`src/rtl/avrisp_pkg.sv`:
```
`default_nettype none

package avrisp_pkg;

  localparam logic [3:0] CMD_TICK       = 4'd0;
  localparam logic [3:0] CMD_POWER_UP   = 4'd1;
  localparam logic [3:0] CMD_POWER_DOWN = 4'd2;
  localparam logic [3:0] CMD_SPI_MULTI  = 4'd3;
  localparam logic [3:0] CMD_SPI_SINGLE = 4'd4;
  localparam logic [3:0] CMD_SET_POLL   = 4'd5;
  localparam logic [3:0] CMD_FLASH_RD   = 4'd6;
  localparam logic [3:0] CMD_EEP_RD     = 4'd7;
  localparam logic [3:0] CMD_FLASH_WR   = 4'd8;
  localparam logic [3:0] CMD_EEP_WR     = 4'd9;
  localparam logic [3:0] CMD_READ_BYTE  = 4'd10;
  localparam logic [3:0] CMD_WRITE_BYTE = 4'd11;

  localparam logic [7:0] BASE_FLASH_RD = 8'h20;
  localparam logic [7:0] BASE_EEP_RD   = 8'hA0;
  localparam logic [7:0] BASE_FLASH_WR = 8'h40;
  localparam logic [7:0] BASE_EEP_WR   = 8'hC0;
  localparam logic [7:0] FLASH_HIGH_BIT = 8'h08;
  localparam logic [31:0] POLL_FLIP    = 32'h6000_0000;

  localparam logic [5:0] RW_BITS = 6'd32;

endpackage

`default_nettype wire

```
`src/rtl/avr_isp_programming_engine.sv`:
```
// A result beat is presented in the cycle after its input beat is taken.
// Throughput: one input beat per cycle while results are drained; the transfer
// state register is updated once per beat, in the cycle the beat is taken.
// Input is taken whenever the result register is empty or being drained.
// Reset: unpowered, pins released and low, no transfer running, no result held.
`default_nettype none

module avr_isp_programming_engine #(
  parameter int COMMAND_BYTES = 4
) (
  input  wire logic        clk,
  input  wire logic        rst_n,
  input  wire logic        in_valid,
  output logic             in_ready,
  input  wire logic [3:0]  in_cmd,
  input  wire logic        in_miso,
  input  wire logic [15:0] in_value_word,
  input  wire logic [15:0] in_index_word,
  input  wire logic [7:0]  in_data_byte,
  output logic             out_valid,
  input  wire logic        out_ready,
  output logic             out_sck_pin,
  output logic             out_mosi_pin,
  output logic             out_reset_pin,
  output logic             out_led_pin,
  output logic             out_drive_enable,
  output logic             out_busy_res,
  output logic             out_accepted,
  output logic             out_done_res,
  output logic [31:0]      out_response
);
  import avrisp_pkg::*;

  localparam int         MULTI_SHIFT = 8 * (4 - COMMAND_BYTES);
  localparam logic [5:0] MULTI_BITS  = 6'(8 * COMMAND_BYTES);

  typedef enum logic [2:0] {
    OP_IDLE,
    OP_MULTI,
    OP_SINGLE,
    OP_READ,
    OP_WRITE,
    OP_POLL
  } op_t;

  logic        powered_r, powered_nxt;
  logic        reset_level_r, reset_level_nxt;
  logic [7:0]  half_period_r, half_period_nxt;
  logic [7:0]  poll_first_r, poll_first_nxt;
  logic [7:0]  poll_second_r, poll_second_nxt;
  logic [15:0] next_address_r, next_address_nxt;
  logic [7:0]  base_command_r, base_command_nxt;
  logic [15:0] write_timeout_r, write_timeout_nxt;
  logic [31:0] command_bytes_r, command_bytes_nxt;
  logic [31:0] receive_shift_r, receive_shift_nxt;
  logic [5:0]  bits_left_r, bits_left_nxt;
  logic        clock_phase_r, clock_phase_nxt;
  logic [8:0]  tick_count_r, tick_count_nxt;
  op_t         op_r, op_nxt;
  logic [16:0] poll_elapsed_r, poll_elapsed_nxt;
  logic [7:0]  write_value_r, write_value_nxt;

  logic        out_valid_r;
  logic        sck_r, mosi_r, reset_pin_r, led_r, drive_r, busy_r, acc_r, done_r;
  logic [31:0] resp_r;

  logic        acc, done;
  logic [31:0] resp;
  logic        mosi;
  logic [5:0]  bl_m1;

  logic        take;
  logic [8:0]  period_w;
  logic [8:0]  tick_inc;
  logic [31:0] rx;
  logic [31:0] rx_order;
  logic [31:0] flipped;
  logic [16:0] poll_sum;
  logic        poll_match;
  logic [15:0] addr_sh;
  logic [7:0]  first_byte;
  logic [23:0] rw_hi;
  logic [31:0] multi_raw;

  assign take     = in_valid && in_ready;
  assign in_ready = !out_valid_r || out_ready;

  assign period_w   = (half_period_r == 8'd0) ? 9'd256 : {1'b0, half_period_r};
  assign tick_inc   = tick_count_r + 9'd1;
  assign rx         = {receive_shift_r[30:0], in_miso};
  assign flipped    = command_bytes_r ^ POLL_FLIP;
  assign poll_sum   = poll_elapsed_r + {3'b000, period_w, 5'b00000};
  assign poll_match = (rx[7:0] == write_value_r) && (rx[7:0] != poll_first_r)
                      && (rx[7:0] != poll_second_r);
  assign addr_sh    = base_command_r[7] ? {next_address_r[14:0], 1'b0} : next_address_r;
  assign first_byte = base_command_r | (addr_sh[0] ? FLASH_HIGH_BIT : 8'h00);
  assign rw_hi      = {first_byte, 1'b0, addr_sh[15:9], addr_sh[8:1]};
  assign multi_raw  = {in_value_word[7:0], in_value_word[15:8],
                       in_index_word[7:0], in_index_word[15:8]} >> MULTI_SHIFT;

  always_comb begin
    rx_order = '0;
    for (int i = 0; i < COMMAND_BYTES; i++) begin
      rx_order[8*i +: 8] = rx[8*(COMMAND_BYTES-1-i) +: 8];
    end
  end

  always_comb begin
    powered_nxt       = powered_r;
    reset_level_nxt   = reset_level_r;
    half_period_nxt   = half_period_r;
    poll_first_nxt    = poll_first_r;
    poll_second_nxt   = poll_second_r;
    next_address_nxt  = next_address_r;
    base_command_nxt  = base_command_r;
    write_timeout_nxt = write_timeout_r;
    command_bytes_nxt = command_bytes_r;
    receive_shift_nxt = receive_shift_r;
    bits_left_nxt     = bits_left_r;
    clock_phase_nxt   = clock_phase_r;
    tick_count_nxt    = tick_count_r;
    op_nxt            = op_r;
    poll_elapsed_nxt  = poll_elapsed_r;
    write_value_nxt   = write_value_r;
    acc               = 1'b0;
    done              = 1'b0;
    resp              = '0;

    if (in_cmd == CMD_TICK) begin
      if (op_r == OP_IDLE || bits_left_r == 6'd0) begin
        op_nxt = OP_IDLE;
      end else if (tick_inc < period_w) begin
        tick_count_nxt = tick_inc;
      end else begin
        tick_count_nxt = 9'd0;
        if (!clock_phase_r) begin
          clock_phase_nxt = 1'b1;
        end else begin
          receive_shift_nxt = rx;
          clock_phase_nxt   = 1'b0;
          bits_left_nxt     = bits_left_r - 6'd1;
          if (bits_left_r == 6'd1) begin
            done   = 1'b1;
            op_nxt = OP_IDLE;
            resp   = {24'h000000, rx[7:0]};
            case (op_r)
              OP_MULTI: begin
                resp = rx_order;
              end
              OP_WRITE: begin
                command_bytes_nxt = flipped;
                poll_elapsed_nxt  = 17'd0;
                if (write_timeout_r != 16'd0) begin
                  done              = 1'b0;
                  resp              = '0;
                  bits_left_nxt     = RW_BITS;
                  receive_shift_nxt = '0;
                  op_nxt            = OP_POLL;
                end
              end
              OP_POLL: begin
                if (!poll_match) begin
                  poll_elapsed_nxt = poll_sum;
                  if (poll_sum < {1'b0, write_timeout_r}) begin
                    done              = 1'b0;
                    resp              = '0;
                    bits_left_nxt     = RW_BITS;
                    receive_shift_nxt = '0;
                    op_nxt            = OP_POLL;
                  end
                end
              end
              default: begin
              end
            endcase
          end
        end
      end
    end else if (op_r == OP_IDLE) begin
      case (in_cmd)
        CMD_POWER_UP: begin
          acc             = 1'b1;
          half_period_nxt = in_value_word[7:0];
          powered_nxt     = 1'b1;
          if (in_index_word[7:0] != 8'd0) begin
            reset_level_nxt = 1'b1;
          end
        end
        CMD_POWER_DOWN: begin
          acc               = 1'b1;
          powered_nxt       = 1'b0;
          reset_level_nxt   = 1'b0;
          command_bytes_nxt = '0;
          clock_phase_nxt   = 1'b0;
        end
        CMD_SPI_MULTI, CMD_SPI_SINGLE, CMD_READ_BYTE, CMD_WRITE_BYTE: begin
          if (powered_r) begin
            acc               = 1'b1;
            receive_shift_nxt = '0;
            clock_phase_nxt   = 1'b0;
            tick_count_nxt    = 9'd0;
            case (in_cmd)
              CMD_SPI_MULTI: begin
                command_bytes_nxt = multi_raw;
                bits_left_nxt     = MULTI_BITS;
                op_nxt            = OP_MULTI;
              end
              CMD_SPI_SINGLE: begin
                command_bytes_nxt = {24'h000000, in_value_word[7:0]};
                bits_left_nxt     = 6'd8;
                op_nxt            = OP_SINGLE;
              end
              CMD_READ_BYTE: begin
                command_bytes_nxt = {rw_hi, 8'h00};
                bits_left_nxt     = RW_BITS;
                next_address_nxt  = next_address_r + 16'd1;
                op_nxt            = OP_READ;
              end
              default: begin
                command_bytes_nxt = {rw_hi, in_data_byte};
                bits_left_nxt     = RW_BITS;
                next_address_nxt  = next_address_r + 16'd1;
                write_value_nxt   = in_data_byte;
                op_nxt            = OP_WRITE;
              end
            endcase
          end
        end
        CMD_SET_POLL: begin
          if (powered_r) begin
            acc             = 1'b1;
            poll_first_nxt  = in_value_word[7:0];
            poll_second_nxt = in_value_word[15:8];
          end
        end
        CMD_FLASH_RD, CMD_EEP_RD, CMD_FLASH_WR, CMD_EEP_WR: begin
          if (powered_r) begin
            acc              = 1'b1;
            next_address_nxt = in_index_word;
            case (in_cmd)
              CMD_FLASH_RD: base_command_nxt = BASE_FLASH_RD;
              CMD_EEP_RD:   base_command_nxt = BASE_EEP_RD;
              CMD_FLASH_WR: begin
                base_command_nxt  = BASE_FLASH_WR;
                write_timeout_nxt = in_value_word;
              end
              default: begin
                base_command_nxt  = BASE_EEP_WR;
                write_timeout_nxt = in_value_word;
              end
            endcase
          end
        end
        default: begin
        end
      endcase
    end

    bl_m1 = bits_left_nxt - 6'd1;
    if (op_nxt != OP_IDLE && bits_left_nxt != 6'd0) begin
      mosi = command_bytes_nxt[bl_m1[4:0]];
    end else begin
      mosi = command_bytes_nxt[0];
    end
  end

  always_ff @(posedge clk) begin
    if (!rst_n) begin
      powered_r       <= 1'b0;
      reset_level_r   <= 1'b0;
      half_period_r   <= '0;
      poll_first_r    <= '0;
      poll_second_r   <= '0;
      next_address_r  <= '0;
      base_command_r  <= '0;
      write_timeout_r <= '0;
      command_bytes_r <= '0;
      receive_shift_r <= '0;
      bits_left_r     <= '0;
      clock_phase_r   <= 1'b0;
      tick_count_r    <= '0;
      op_r            <= OP_IDLE;
      poll_elapsed_r  <= '0;
      write_value_r   <= '0;
      out_valid_r     <= 1'b0;
    end else begin
      if (take) begin
        powered_r       <= powered_nxt;
        reset_level_r   <= reset_level_nxt;
        half_period_r   <= half_period_nxt;
        poll_first_r    <= poll_first_nxt;
        poll_second_r   <= poll_second_nxt;
        next_address_r  <= next_address_nxt;
        base_command_r  <= base_command_nxt;
        write_timeout_r <= write_timeout_nxt;
        command_bytes_r <= command_bytes_nxt;
        receive_shift_r <= receive_shift_nxt;
        bits_left_r     <= bits_left_nxt;
        clock_phase_r   <= clock_phase_nxt;
        tick_count_r    <= tick_count_nxt;
        op_r            <= op_nxt;
        poll_elapsed_r  <= poll_elapsed_nxt;
        write_value_r   <= write_value_nxt;
        out_valid_r     <= 1'b1;
      end else if (out_ready) begin
        out_valid_r <= 1'b0;
      end
    end
  end

  always_ff @(posedge clk) begin
    if (!rst_n) begin
      sck_r       <= 1'b0;
      mosi_r      <= 1'b0;
      reset_pin_r <= 1'b0;
      led_r       <= 1'b0;
      drive_r     <= 1'b0;
      busy_r      <= 1'b0;
      acc_r       <= 1'b0;
      done_r      <= 1'b0;
      resp_r      <= '0;
    end else if (take) begin
      sck_r       <= clock_phase_nxt;
      mosi_r      <= mosi;
      reset_pin_r <= reset_level_nxt;
      led_r       <= powered_nxt;
      drive_r     <= powered_nxt;
      busy_r      <= (op_nxt != OP_IDLE);
      acc_r       <= acc;
      done_r      <= done;
      resp_r      <= resp;
    end
  end

  assign out_valid        = out_valid_r;
  assign out_sck_pin      = sck_r;
  assign out_mosi_pin     = mosi_r;
  assign out_reset_pin    = reset_pin_r;
  assign out_led_pin      = led_r;
  assign out_drive_enable = drive_r;
  assign out_busy_res     = busy_r;
  assign out_accepted     = acc_r;
  assign out_done_res     = done_r;
  assign out_response     = resp_r;

endmodule

`default_nettype wire

```
`config.mk`:
```
export PLATFORM = sky130hd
export DESIGN_NAME = avr_isp_programming_engine
export DESIGN_NICKNAME = d
export VERILOG_FILES = /design/src/rtl/avrisp_pkg.sv /design/src/rtl/avr_isp_programming_engine.sv
export SDC_FILE = /design/constraint.sdc
export NUM_CORES = 1
export LEC_CHECK = 0
export BUFFER_PORTS_ARGS = -buffer_cell sky130_fd_sc_hd__buf_2
export CORE_MARGIN = 2
export CORE_UTILIZATION = 46
export DETAILED_ROUTE_END_ITERATION = 16
export PLACE_DENSITY_LB_ADDON = 0.08
export SLEW_MARGIN = 5
export SYNTH_ARGS = -nofsm -noshare
export SYNTH_HDL_FRONTEND = slang
export SYNTH_SLANG_ARGS = --single-unit
```
`constraint.sdc`:
```
create_clock -name clk -period 5.9 [get_ports clk]
set_input_delay 1.18 -clock clk [delete_from_list [all_inputs] [get_ports clk]]
set_output_delay 1.18 -clock clk [all_outputs]
set_load 0.02 [all_outputs]
```
==> qor_table.md <==
| Step | Parameter | Value |
|---|---|---|
| synth | Number of library cell types mapped by synthesis | 89 |
| synth | Avg Inst Size Synth | 8.18 µm² |
| sta | Total Neg Setup Slack | 0 ns |
| layout | Layout cell share with drive strength beyond 1 | 12.8% |
| critical path | Kind of critical path | reg -> reg |
| clock network | CTS tree | built |
| placed design | Half-perimeter wire length after detailed placement | 25.6 mm |
| floorplan | Cell row count | 58 |
| sta | Final worst-path cycle share | 90.9% |
| placed design | Placer congestion estimate | 0.903 |
| clock network | Number of buffers added by the clock tree synthesis step | 17 |
| floorplan | Top-level port count | 91 |
| run status | Result of the run | complete, no violations |
| critical path | Cells along the critical path | ha_1, fa_1, a21o_1, a21oi_1, o21bai_1, a21oi_1, o21bai_1, a21oi_1, nor2b_1, o21ai_0, xnor2_1, ha_1, nand4_1, a211oi_1, o21ai_0, and3_1, a31oi_1, o2111ai_1, and2_1, a31oi_1, nand4b_1, nor4bb_1, a211oi_2 |
| clock network | Maximum number of buffers from clock root to sink | 2 |
| critical path | Delay contributed by the slowest stage of the critical path | 0.46 ns |
| synth | Count of mapped cells out of synthesis | 1,419 |
| synth | Yosys warns | 0 |
| flow run | Number of max-cap violations | 0 |
| critical path | Data required time of the worst path | 6.22 ns |
| synth | Sequential area share after synthesis | 34.5% |
| placed design | I/O Buffers | 90 |
| min path | Class of the tightest hold or removal check | reg -> reg |
| synth | Syn Nets | 1,502 |
| grt | Maximum number of pins on one net before global-route repair | 78 |
| drt | Via count | 10,585 |
| critical path | Cell type group with the largest total delay on the critical path | compound AO/OA/AOI/OAI gates |
| sta | Final setup skew | 0.0181 ns |
| sta | Fmax | 186 MHz |
| drt | Initial drt markers | 975 |
| clock network | Clock-pin slew reported for the worst setup and hold paths after clock tree synthesis | 0.09 ns |
| synth | Cell Area, Synth | 0.0116 mm² |
| floorplan | X dimension of the die | 163 µm |
| layout | P&R area growth vs syn | 11.0% |
| sta | Worst Tran Pin Value | 1.16 ns |
| floorplan | Die height | 163 µm |
| grt | Number of global-route vias before repair | 9,706 |
| layout | Ant diodes | 0 |
| critical path | Data arrival at the endpoint of the critical path | 5.68 ns |
| synth | Commonest register cell after synthesis | sky130_fd_sc_hd__dfxtp_1 |
| power | Leak pwr | 5.08 nW |
| grt | First-pass GRT wire length | 56.2 mm |
| clock network | Clk_lat worst skew | 0.45 ns |
| floorplan | Starting Density | 46.5% |
| floorplan | Die outline area | 0.0265 mm² |
| drt | Via/cell ratio | 5.93 |
| clock network | Post_cts resized | 0 |
| clock network | Number of sinks on the clock net | 200 |
| clock network | Number of H-tree levels | 4 |
| sta | Number of hold violations in the final report | 0 |
| grt | Antenna violations before repair | 0 |
| drt | Number of search-and-repair iterations in the first detailed-routing pass | 6 |
| clock network | Post-CTS Setup Repair Bufs | 0 |
| synth | Synthesized flop and latch total | 200 |
| layout | Fin nets | 1,526 |
| drt | WL final | 35.8 mm |
| critical path | Startpoint types | flip-flop |
| placed design | Placement-stage cell area | 0.0122 mm² |
| critical path | Standard cell with the maximum stage delay on the critical path | sky130_fd_sc_hd__nor4bb_1 |
| synth | Fraction of registers with async set/reset | 0% |
| critical path | Critical path fanouts, max | 8 |
| sta | Setup Viol. Count Final | 0 |
| sta | Final min period | 5.37 ns |
| critical path | CP endpoint kind | flip-flop |
| grt | GRT Resource Usage Total | 27.1% |
| power | Cell Pwr Density | 231 mW/mm² |
| synth | EDFF count, synth | 0 |
| clock network | Cts-stage hold buffer count | 0 |
| grt | Grt ovf | 0 |
| power | Worst IR Drop VDD | 0.257 mV |
| sta | Final Max Slew Viols | 0 |
| drt | Wirelength per Cell | 20.0 µm |
| sta | Worst-case headroom to the max-slew limit | 22.6% |
| layout | Post-layout util | 51.6% |
| clock network | Clock root buffer master | sky130_fd_sc_hd__clkbuf_16 |
| critical path | Worst path bufs/invs | 0 |
| layout | Final instance area | 0.0129 mm² |
| critical path | Most common cell type on the critical path | sky130_fd_sc_hd__a21oi_1 |
| drt | Number of design rule violations left after detail routing | 0 |
| floorplan | Placeable core region | 0.0250 mm² |
| sta | Unrepaired setup endpoints after global routing | false |
| drt | Number of nets with antenna violations after detailed routing | 0 |
## cells in the mapped netlist, drive strengths merged (21+ instances only)
cell type | count | area share [%]
a21boi | 39 | 2.5
a21oi | 100 | 4.3
a22oi | 75 | 4.8
and2 | 32 | 1.7
and3 | 47 | 2.5
clkbuf | 85 | 2.7
dfxtp | 200 | 34
ha | 33 | 3.6
inv | 30 | 0.97
mux2i | 42 | 3.6
nand2 | 152 | 5.0
nand3 | 36 | 1.6
nor2 | 67 | 2.2
nor2b | 116 | 6.2
nor3 | 21 | 0.91
o21ai | 87 | 3.8
xor2 | 32 | 2.4
## flip-flops by register name, indices dropped and copies added (netlist names), 9 cells and up
| name | flops |
|---|---|
| poll_elapsed_r | 12 |
| command_bytes_r | 32 |
| write_timeout_r | 16 |
| tick_count_r | 9 |
| out_response | 32 |
| next_address_r | 16 |
| receive_shift_r | 31 |
## cell usage in the layout, fill, tap and decap left out, types with 7 or more instances in the layout
| cell | Yosys | routed |
|---|---|---|
| sky130_fd_sc_hd__mux2i_1 | 42 | 42 |
| sky130_fd_sc_hd__clkbuf_16 | 0 | 17 |
| sky130_fd_sc_hd__nor2_1 | 65 | 65 |
| sky130_fd_sc_hd__xor2_1 | 32 | 32 |
| sky130_fd_sc_hd__nor4_1 | 16 | 15 |
| sky130_fd_sc_hd__a21boi_0 | 38 | 38 |
| sky130_fd_sc_hd__o221a_2 | 8 | 8 |
| sky130_fd_sc_hd__mux2_2 | 9 | 9 |
| sky130_fd_sc_hd__inv_1 | 30 | 30 |
| sky130_fd_sc_hd__dfxtp_1 | 200 | 200 |
| sky130_fd_sc_hd__buf_4 | 2 | 20 |
| sky130_fd_sc_hd__a21o_1 | 7 | 7 |
| sky130_fd_sc_hd__and3_1 | 47 | 47 |
| sky130_fd_sc_hd__o211ai_1 | 9 | 9 |
| sky130_fd_sc_hd__and2_1 | 31 | 31 |
| sky130_fd_sc_hd__a21oi_1 | 100 | 100 |
| sky130_fd_sc_hd__nand3_1 | 35 | 35 |
| sky130_fd_sc_hd__o211a_1 | 17 | 17 |
| sky130_fd_sc_hd__ha_1 | 33 | 33 |
| sky130_fd_sc_hd__nor3_1 | 21 | 21 |
| sky130_fd_sc_hd__o21ai_0 | 79 | 79 |
| sky130_fd_sc_hd__a22o_1 | 12 | 12 |
| sky130_fd_sc_hd__nand2_1 | 150 | 149 |
| sky130_fd_sc_hd__a31oi_1 | 11 | 11 |
| sky130_fd_sc_hd__a22oi_1 | 75 | 75 |
| sky130_fd_sc_hd__nor2b_1 | 116 | 116 |
| sky130_fd_sc_hd__xnor2_1 | 9 | 9 |
| sky130_fd_sc_hd__buf_2 | 12 | 89 |
## path summary, 6_finish.rpt
kind / depth (start not counted) / slack, ns / to / from
hold reg to reg: 2 / 0.46 / write_timeout_r[0] / write_timeout_r[0]
hold / removal: 2 / 0.46 / write_timeout_r[0] / write_timeout_r[0]
setup reg to reg: 23 / 0.53 / out_mosi_pin / half_period_r[0]
setup / recovery: 23 / 0.53 / out_mosi_pin / half_period_r[0]
## report_power, final
| part | internal, W | switching, W |
|---|---|---|
| sequential | 0.00136 | 0.0000141 |
| clock | 0.000645 | 0.000671 |
| combinational | 0.0000938 | 0.000187 |
## metal layers
layer / track usage (%) / part of all wire, % / vias up
met2: 41.1 / 44 / 290
met4: 5.19 / 1.3 / 0
met1: 41.0 / 50 / 5107
met5: 0 / 0 / -
met3: 3.74 / 5.0 / 28
li1: - / - / 5160
## cells by family after synthesis
| logic type | count (synthesis) | synth area share (%) |
|---|---|---|
| flip-flops | 200 | 34.5 |
| multiplexers | 51 | 4.49 |
| adder cells (fa/ha/maj) | 34 | 3.73 |
| buffers and inverters | 134 | 4.53 |
| AO/OA/AOI/OAI | 425 | 25.2 |
| AND/OR/NAND/NOR | 534 | 24.5 |
| XOR/XNOR | 41 | 3.09 |
## per-stage QoR
stage,total power (W),setup WS (ns),cells,hold slack (ns)
after floorplan,0.00158,1.18,1419,0.438
after detailed placement,0.00168,0.706,1754,0.455
after global routing,0.00307,0.0237,1786,0.484
final,0.00297,0.534,1786,0.463
after global placement,0.00168,0.796,1754,0.449
after CTS,0.00299,0.619,1786,0.466
## tightest hold or removal path, cell delays in order, from the launching register on
cell and delay (ns):
sky130_fd_sc_hd__dfxtp_1 0.31, sky130_fd_sc_hd__nand2_1 0.04, sky130_fd_sc_hd__a21boi_0 0.06
## cell type report
| type | instances | area [µm²] |
|---|---|---|
| multi-input cells | 1085 | 7090 |
| clock buffers | 17 | 425 |
| flip-flops and latches | 200 | 4000 |
| clock inverters | 15 | 244 |
| inverters | 30 | 113 |
| repair buffers | 109 | 596 |
| fillers | 2440 | 12100 |
| well taps | 330 | 413 |
(Power assumes the default switching activity.)
